## src/rtl/core/wgr_pkg.sv

```systemverilog
// Shared constants and types of the word graph reachability block.
package wgr_pkg;

    // Default sizes of the stores
    localparam int WGR_MAX_WORDS   = 64;
    localparam int WGR_MAX_CHARS   = 8;
    localparam int WGR_STACK_DEPTH = 2048;

    // Fixed field widths of the channels
    localparam int WGR_OP_W    = 2;
    localparam int WGR_CHARS_W = 64;
    localparam int WGR_LEN_W   = 4;
    localparam int WGR_IDX_W   = 6;

    // Command codes
    typedef enum logic [WGR_OP_W-1:0] {
        OP_CLEAR = 2'd0,
        OP_ADD   = 2'd1,
        OP_QUERY = 2'd2
    } t_opcode;

endpackage

```

## src/rtl/core/wgr_near.sv

```systemverilog
// Shared compare unit: two words are near when lengths match and at most one byte differs.
module wgr_near #(
    parameter int MAX_CHARS = wgr_pkg::WGR_MAX_CHARS
) (
    input  logic [MAX_CHARS*8-1:0]       i_a_chars,
    input  logic [wgr_pkg::WGR_LEN_W-1:0] i_a_len,
    input  logic [MAX_CHARS*8-1:0]       i_b_chars,
    input  logic [wgr_pkg::WGR_LEN_W-1:0] i_b_len,
    output logic                         o_near
);
    import wgr_pkg::*;

    logic [MAX_CHARS-1:0] diff;

    // Per-byte mismatch; bytes past the length are stored as zero on both sides
    always_comb begin
        for (int j = 0; j < MAX_CHARS; j++) begin
            diff[j] = (i_a_chars[j*8 +: 8] != i_b_chars[j*8 +: 8]);
        end
    end

    // At most one mismatch: clearing the lowest set bit leaves nothing
    assign o_near = (i_a_len == i_b_len) && ((diff & (diff - 1'b1)) == '0);

endmodule

```

## config.mk

```make
export PLATFORM = sky130hd
export DESIGN_NAME = wgr_near
export DESIGN_NICKNAME = d
export VERILOG_FILES = /design/src/rtl/core/wgr_pkg.sv /design/src/rtl/core/wgr_near.sv
export SDC_FILE = /design/constraint.sdc
export NUM_CORES = 1
export LEC_CHECK = 0
export ABC_AREA = 1
export BUFFER_PORTS_ARGS = -buffer_cell sky130_fd_sc_hd__clkbuf_2
export CAP_MARGIN = 20
export CELL_PAD_IN_SITES_DETAIL_PLACEMENT = 0
export CELL_PAD_IN_SITES_GLOBAL_PLACEMENT = 1
export CORE_MARGIN = 3
export CORE_UTILIZATION = 22
export DETAILED_ROUTE_END_ITERATION = 7
export PLACE_DENSITY = 0.88
export SLEW_MARGIN = 20
export SYNTH_ARGS = -nofsm -noshare
export SYNTH_HDL_FRONTEND = slang
export SYNTH_SLANG_ARGS = --single-unit
```

## constraint.sdc

```tcl
create_clock -name vclk -period 1.3
set_clock_uncertainty 0.05 [all_clocks]
set_input_delay 0.13 -clock vclk [all_inputs]
set_output_delay 0.13 -clock vclk [all_outputs]
set_load 0.05 [all_outputs]
```

==> impl_metrics.json, run 1 <==
{
  "max_freq_mhz": 644,
  "synthTopCellsByCount": "nand2_1, inv_1, nor2_1, xnor2_1, xor2_1",
  "grt-ovfl-total": 0,
  "n_clock_buffer": 0,
  "drc_errors": 0,
  "core-area_um2": 6940,
  "gp_congestion": 0.740,
  "hold_depth": 7,
  "top_usage_layer": "met2",
  "path_cells": "buf_8 > nor2_4 > nor2_1 > nor2_1 > nand2_2 > nor2_4 > nand2_1 > nor2_2 > nand2_1 > nand2_1 > nand2_2 > nor2_4 > buf_12",
  "slew_viol_final": 0,
  "hp-class": "in -> out",
  "p_leak_uw": 0.00180,
  "synth-xor-area-share_pct": 16.3,
  "cap_violations": 0,
  "synth_compound_area_share_pct": 0.933,
  "grtUsageMet3_pct": 1.66,
  "antenna_left": 0,
  "io_pins": 137,
  "ys_types": 13,
  "vias": 2320,
  "hpwl_um": 4470,
  "fin_util_pct": 36.6,
  "finalCritPeriodShare_pct": 119,
  "n_antenna_cell": 0,
  "p_total_uw": 629,
  "yosysMostFrequentCell": "nand2_1",
  "synth.area.mux_share_pct": 0,
  "ys_seq_area_share_pct": 0,
  "cp_num_buf_inv": 2,
  "worstHoldStart": "i_a_len[1]",
  "antenna_found_initial": 0,
  "slowest_delay_ns": 0.14,
  "use_met2_pct": 20.3,
  "yosysWarnings": 0,
  "area_growth_pct": 57.8,
  "synthCells": 376,
  "grt_max_degree": 4,
  "die_area_um2": 8380,
  "start_kind": "input pin",
  "fin_crit_ns": 1.55,
  "end_kind": "output port",
  "synth_top_family_by_area": "simple AND/OR/NAND/NOR gates",
  "powerDensity_nw_per_um2": 248,
  "required_ns": 1.12,
  "synth_area_um2": 1610,
  "rsz0062_at_grt": "true",
  "drive_gt1_share_pct": 32.0,
  "grt_pass1_vias": 2026,
  "crit_type": "in -> out",
  "fin_setup_tns_ns": -0.253,
  "syn_avg_cell_area_um2": 4.28,
  "ir_drop_mv": 0.0868,
  "synth_adder_area_share_pct": 0,
  "port-buffer-count": 137,
  "drt_iter0_markers": 28,
  "wl_per_cell_um": 7.74,
  "yosys.area_share.simple_pct": 60.1,
  "worst_slew_pin_slew_ns": 0.249,
  "worstPathArrival_ns": 1.37,
  "row_count": 30,
  "violations": "negative setup slack",
  "synth_top_area_share_pct": 37.8,
  "drt_wl_total_um": 4720,
  "fin_ws_ns": -0.253,
  "fp.dieW_um": 91.5,
  "final_hold_viol_count": 0,
  "status": "complete, but fails checks",
  "cp_slowest_cell": "nor2_4",
  "path_delay_family": "simple AND/OR/NAND/NOR gates",
  "finalSetupViolations": 1,
  "grt_use_total_pct": 10.3,
  "start_util_pct": 23.2,
  "firstDrtPassIters": 4,
  "grt_pass1_wl_um": 7640,
  "worst-path-max-fanout": 3,
  "cts_setup_buffers": 0,
  "die_h_um": 91.5,
  "use_met1_pct": 11.9,
  "placed_cells_incl_taps": 609,
  "fin_nets": 651,
  "slew_headroom_pct": 83.2,
  "nFlopsAndLatches": 0,
  "synth_nets": 512,
  "fin_cells": 609,
  "yosys.area.top_type": "nand2_1",
  "netlist_top_cells_area": "nand2_1, inv_1, nor2_1",
  "regArea_um2": 0,
  "avgViaCountPerCell": 3.81,
  "whs_endpoint": "o_near"
}
[layout by cell type, fill, tap and decap left out]
| cell type | Yosys | layout |
|---|---|---|
| buf_12 | 0 | 1 |
| nand4_1 | 1 | 1 |
| inv_2 | 0 | 2 |
| clkbuf_2 | 0 | 128 |
| nor2_2 | 5 | 9 |
| buf_4 | 0 | 1 |
| nand2_4 | 1 | 1 |
| xnor2_1 | 15 | 15 |
| buf_8 | 0 | 1 |
| a21oi_2 | 0 | 2 |
| nand3_1 | 1 | 1 |
| nor4_1 | 2 | 2 |
| nand2_1 | 162 | 158 |
| nor2_1 | 70 | 61 |
| buf_6 | 0 | 5 |
| xor2_1 | 15 | 15 |
| buf_2 | 0 | 1 |
| nand2_2 | 3 | 7 |
| nor2_4 | 1 | 6 |
| a21oi_1 | 3 | 1 |
| inv_1 | 97 | 95 |
[how the worst max path moves through the flow]
| stage | start | endpoint | cells after the start |
|---|---|---|---|
| after global routing | i_a_chars[20] | o_near | 13 |
| after CTS | i_b_chars[17] | o_near | 12 |
| after floorplan | i_b_chars[1] | o_near | 11 |
| final | i_a_chars[20] | o_near | 13 |
| after detailed placement | i_b_chars[21] | o_near | 13 |
| after global placement | i_b_chars[21] | o_near | 13 |
[per-stage QoR]
stage | area, um2 | hold slack (ns) | setup slack [ns]
after floorplan | 1620 | 0.514 | -0.00570
after global placement | 2440 | 0.812 | -0.387
after detailed placement | 2440 | 0.803 | -0.374
after CTS | 2450 | 0.803 | -0.251
after global routing | 2540 | 0.823 | -0.357
final | 2540 | 0.769 | -0.253
[timing repair]
item                                    CTS  global route
pin swaps                                 2            23
endpoints found under the setup margin    1             1
hold buffers                              0             0
gates resized for setup                   3            34
[cells by family after synthesis]
group                  Yosys count
XOR/XNOR                        30
AO/OA/AOI/OAI                    3
buffers and inverters           97
AND/OR/NAND/NOR                246
[metal layers]
layer  up-vias  share of wire [%]
met5         -                  0
met1       925                 40
met2        76                 51
li1       1319                  -
met4         0                  0
met3         0                9.5
[where the power goes]
part	internal (uW)	switching, uW	total [uW]
sequential	0	0	0
combinational	323	306	629
clock	0	0	0
total	323	306	629
[layout make-up]
type	instances	area, um2
fill	829	4410
multi-input combinational	279	1310
timing repair buffer	137	744
tap	96	120
inverter	97	364
Power figures use the tool's default switching activity.
==> inputs of run 2 (changes only) <==
--- a/config.mk
+++ b/config.mk
@@ -6,14 +6,14 @@
 export NUM_CORES = 1
 export LEC_CHECK = 0
 export ABC_AREA = 1
-export BUFFER_PORTS_ARGS = -buffer_cell sky130_fd_sc_hd__clkbuf_2
 export CAP_MARGIN = 20
 export CELL_PAD_IN_SITES_DETAIL_PLACEMENT = 0
 export CELL_PAD_IN_SITES_GLOBAL_PLACEMENT = 1
 export CORE_MARGIN = 3
-export CORE_UTILIZATION = 22
+export CORE_UTILIZATION = 38
 export DETAILED_ROUTE_END_ITERATION = 7
-export PLACE_DENSITY = 0.88
+export DONT_BUFFER_PORTS = 1
+export PLACE_DENSITY = 0.9
 export SLEW_MARGIN = 20
 export SYNTH_ARGS = -nofsm -noshare
 export SYNTH_HDL_FRONTEND = slang
==> constraint.sdc (replaced) <==
create_clock -name vclk -period 1.3
set_clock_uncertainty 0.05 [all_clocks]
set_input_delay 0.39 -clock vclk [all_inputs]
set_output_delay 0.39 -clock vclk [all_outputs]
set_load 0.05 [all_outputs]
==> run 2 against run 1 <==
The run still ends with negative setup slack left. Worst setup slack got worse by 0.37 ns. Core utilization is 7.1 points higher. Critical endpoint unchanged. Cell count shrank 30%. Flip-flop and latch count unchanged. Non-clock buffer count decreased by 135. Hold slack better by 0.39 ns. Clock-buffer cell count stayed put. Sequential share of layout area unchanged. Highest routed layer unchanged. Wire length fell by 24%. Power is 43% lower. First-iteration DRC count fell by 32%. Global-route usage grew 2.2 points. Critical path type unchanged.
==> impl_metrics.json, run 2 (synthesis gave the netlist of run 1 again) <==
{
  "wl_per_cell_um": 8.42,
  "gp_congestion": 0.779,
  "worst-path-max-fanout": 3,
  "fin_cells": 428,
  "hpwl_um": 3370,
  "firstDrtPassIters": 4,
  "drive_gt1_share_pct": 9.52,
  "drt_iter0_markers": 19,
  "powerDensity_nw_per_um2": 203,
  "fin_crit_ns": 1.93,
  "fillers": 495,
  "finalSetupViolations": 1,
  "fin_util_pct": 43.6,
  "holdBufCountCts": 0,
  "row_count": 23,
  "worstPathArrival_ns": 1.49,
  "hold_depth": 6,
  "max_freq_mhz": 519,
  "violations": "negative setup slack",
  "slew_headroom_pct": 84.4,
  "final_hold_viol_count": 0,
  "hp-class": "in -> out",
  "drt_wl_total_um": 3600,
  "die_h_um": 71.1,
  "avgViaCountPerCell": 4.23,
  "crit_type": "in -> out",
  "grt_pass1_wl_um": 5660,
  "cts_setup_buffers": 0,
  "status": "complete, but fails checks",
  "start_kind": "input pin",
  "antenna_found_initial": 0,
  "area_growth_pct": 9.25,
  "n_antenna_cell": 0,
  "nFlopsAndLatches": 0,
  "vias": 1811,
  "multi_input_area_um2": 1300,
  "io_pins": 137,
  "drc_errors": 0,
  "ir_drop_mv": 0.0831,
  "grt_use_total_pct": 12.4,
  "start_util_pct": 39.9,
  "n_clock_buffer": 0,
  "fin_nets": 516,
  "grt_pass1_vias": 1567,
  "fp.dieW_um": 71.1,
  "finalCritPeriodShare_pct": 148,
  "grt_max_degree": 4,
  "required_ns": 0.86,
  "fin_setup_tns_ns": -0.625,
  "worst_slew_pin_slew_ns": 0.232,
  "port-buffer-count": 0,
  "pre_cts_ws_ns": -0.637,
  "final_common_cell": "nand2_1",
  "rsz0062_at_grt": "true",
  "core-area_um2": 4030,
  "slew_viol_final": 0,
  "regArea_um2": 0,
  "antenna_left": 0,
  "end_kind": "output port",
  "placed_cells_incl_taps": 428,
  "die_area_um2": 5050,
  "p_leak_uw": 0.00122,
  "fin_ws_ns": -0.625,
  "final_cell_mix": "nand2_1, inv_1, nor2_1",
  "cap_violations": 0,
  "grt-ovfl-total": 0
}
## run 2: cell types whose count changed in the layout (fill, tap and decap cells not counted), sizes merged
cell	previous run	this run
buf	9	2
clkbuf	128	0
## run 2: where the power goes
group | switching (uW) | internal, uW | total [uW]
logic | 184 | 173 | 357
registers | 0 | 0 | 0
clock network | 0 | 0 | 0
## run 2: path summary, 6_finish.rpt
| kind | endpoint | start | slack [ns] |
|---|---|---|---|
| max | o_near | i_b_chars[8] | -0.63 |
| min | o_near | i_a_len[1] | 1.16 |
## run 2: worst max-delay path: stages
cell and delay, ns:
inv_1 0.02, nand2_1 0.04, nand2_1 0.08, nor2_2 0.13
nand2_2 0.06, nor2_2 0.13, nand2_2 0.07, nor2_1 0.10
nand2_1 0.07, nand2_1 0.07, nand2_2 0.07, nor2_4 0.12
buf_12 0.14
## run 2: layout make-up
| type | count | area share [%] |
|---|---|---|
| Inverter | 97 | 20.7 |
| Multi-Input combinational cell | 279 | 74.2 |
| Tap cell | 50 | 3.56 |
| Timing Repair Buffer | 2 | 1.57 |
## run 2: timing repair
item                                    in CTS  in global routing
endpoints found under the hold margin        0                  0
endpoints found under the setup margin       1                  1
resized for setup                            3                 21
pin swaps                                    1                 24
## run 2: metrics by stage
| step | hold WS [ns] | area, um2 | power [uW] |
|---|---|---|---|
| floorplan | 1.03 | 1620 | 307 |
| global placement | 1.19 | 1710 | 336 |
| detailed placement | 1.20 | 1710 | 344 |
| CTS | 1.20 | 1710 | 347 |
| global route | 1.22 | 1760 | 422 |
| finish | 1.16 | 1760 | 357 |
## run 2: layer usage
metal / global-route usage (%) / vias to the layer above / wire length [um]
li1: - / 1045 / -
met1: 13.7 / 698 / 1360
met2: 25.1 / 68 / 1830
met3: 2.84 / 0 / 415
met4: 0 / 0 / 0
met5: 0 / - / 0
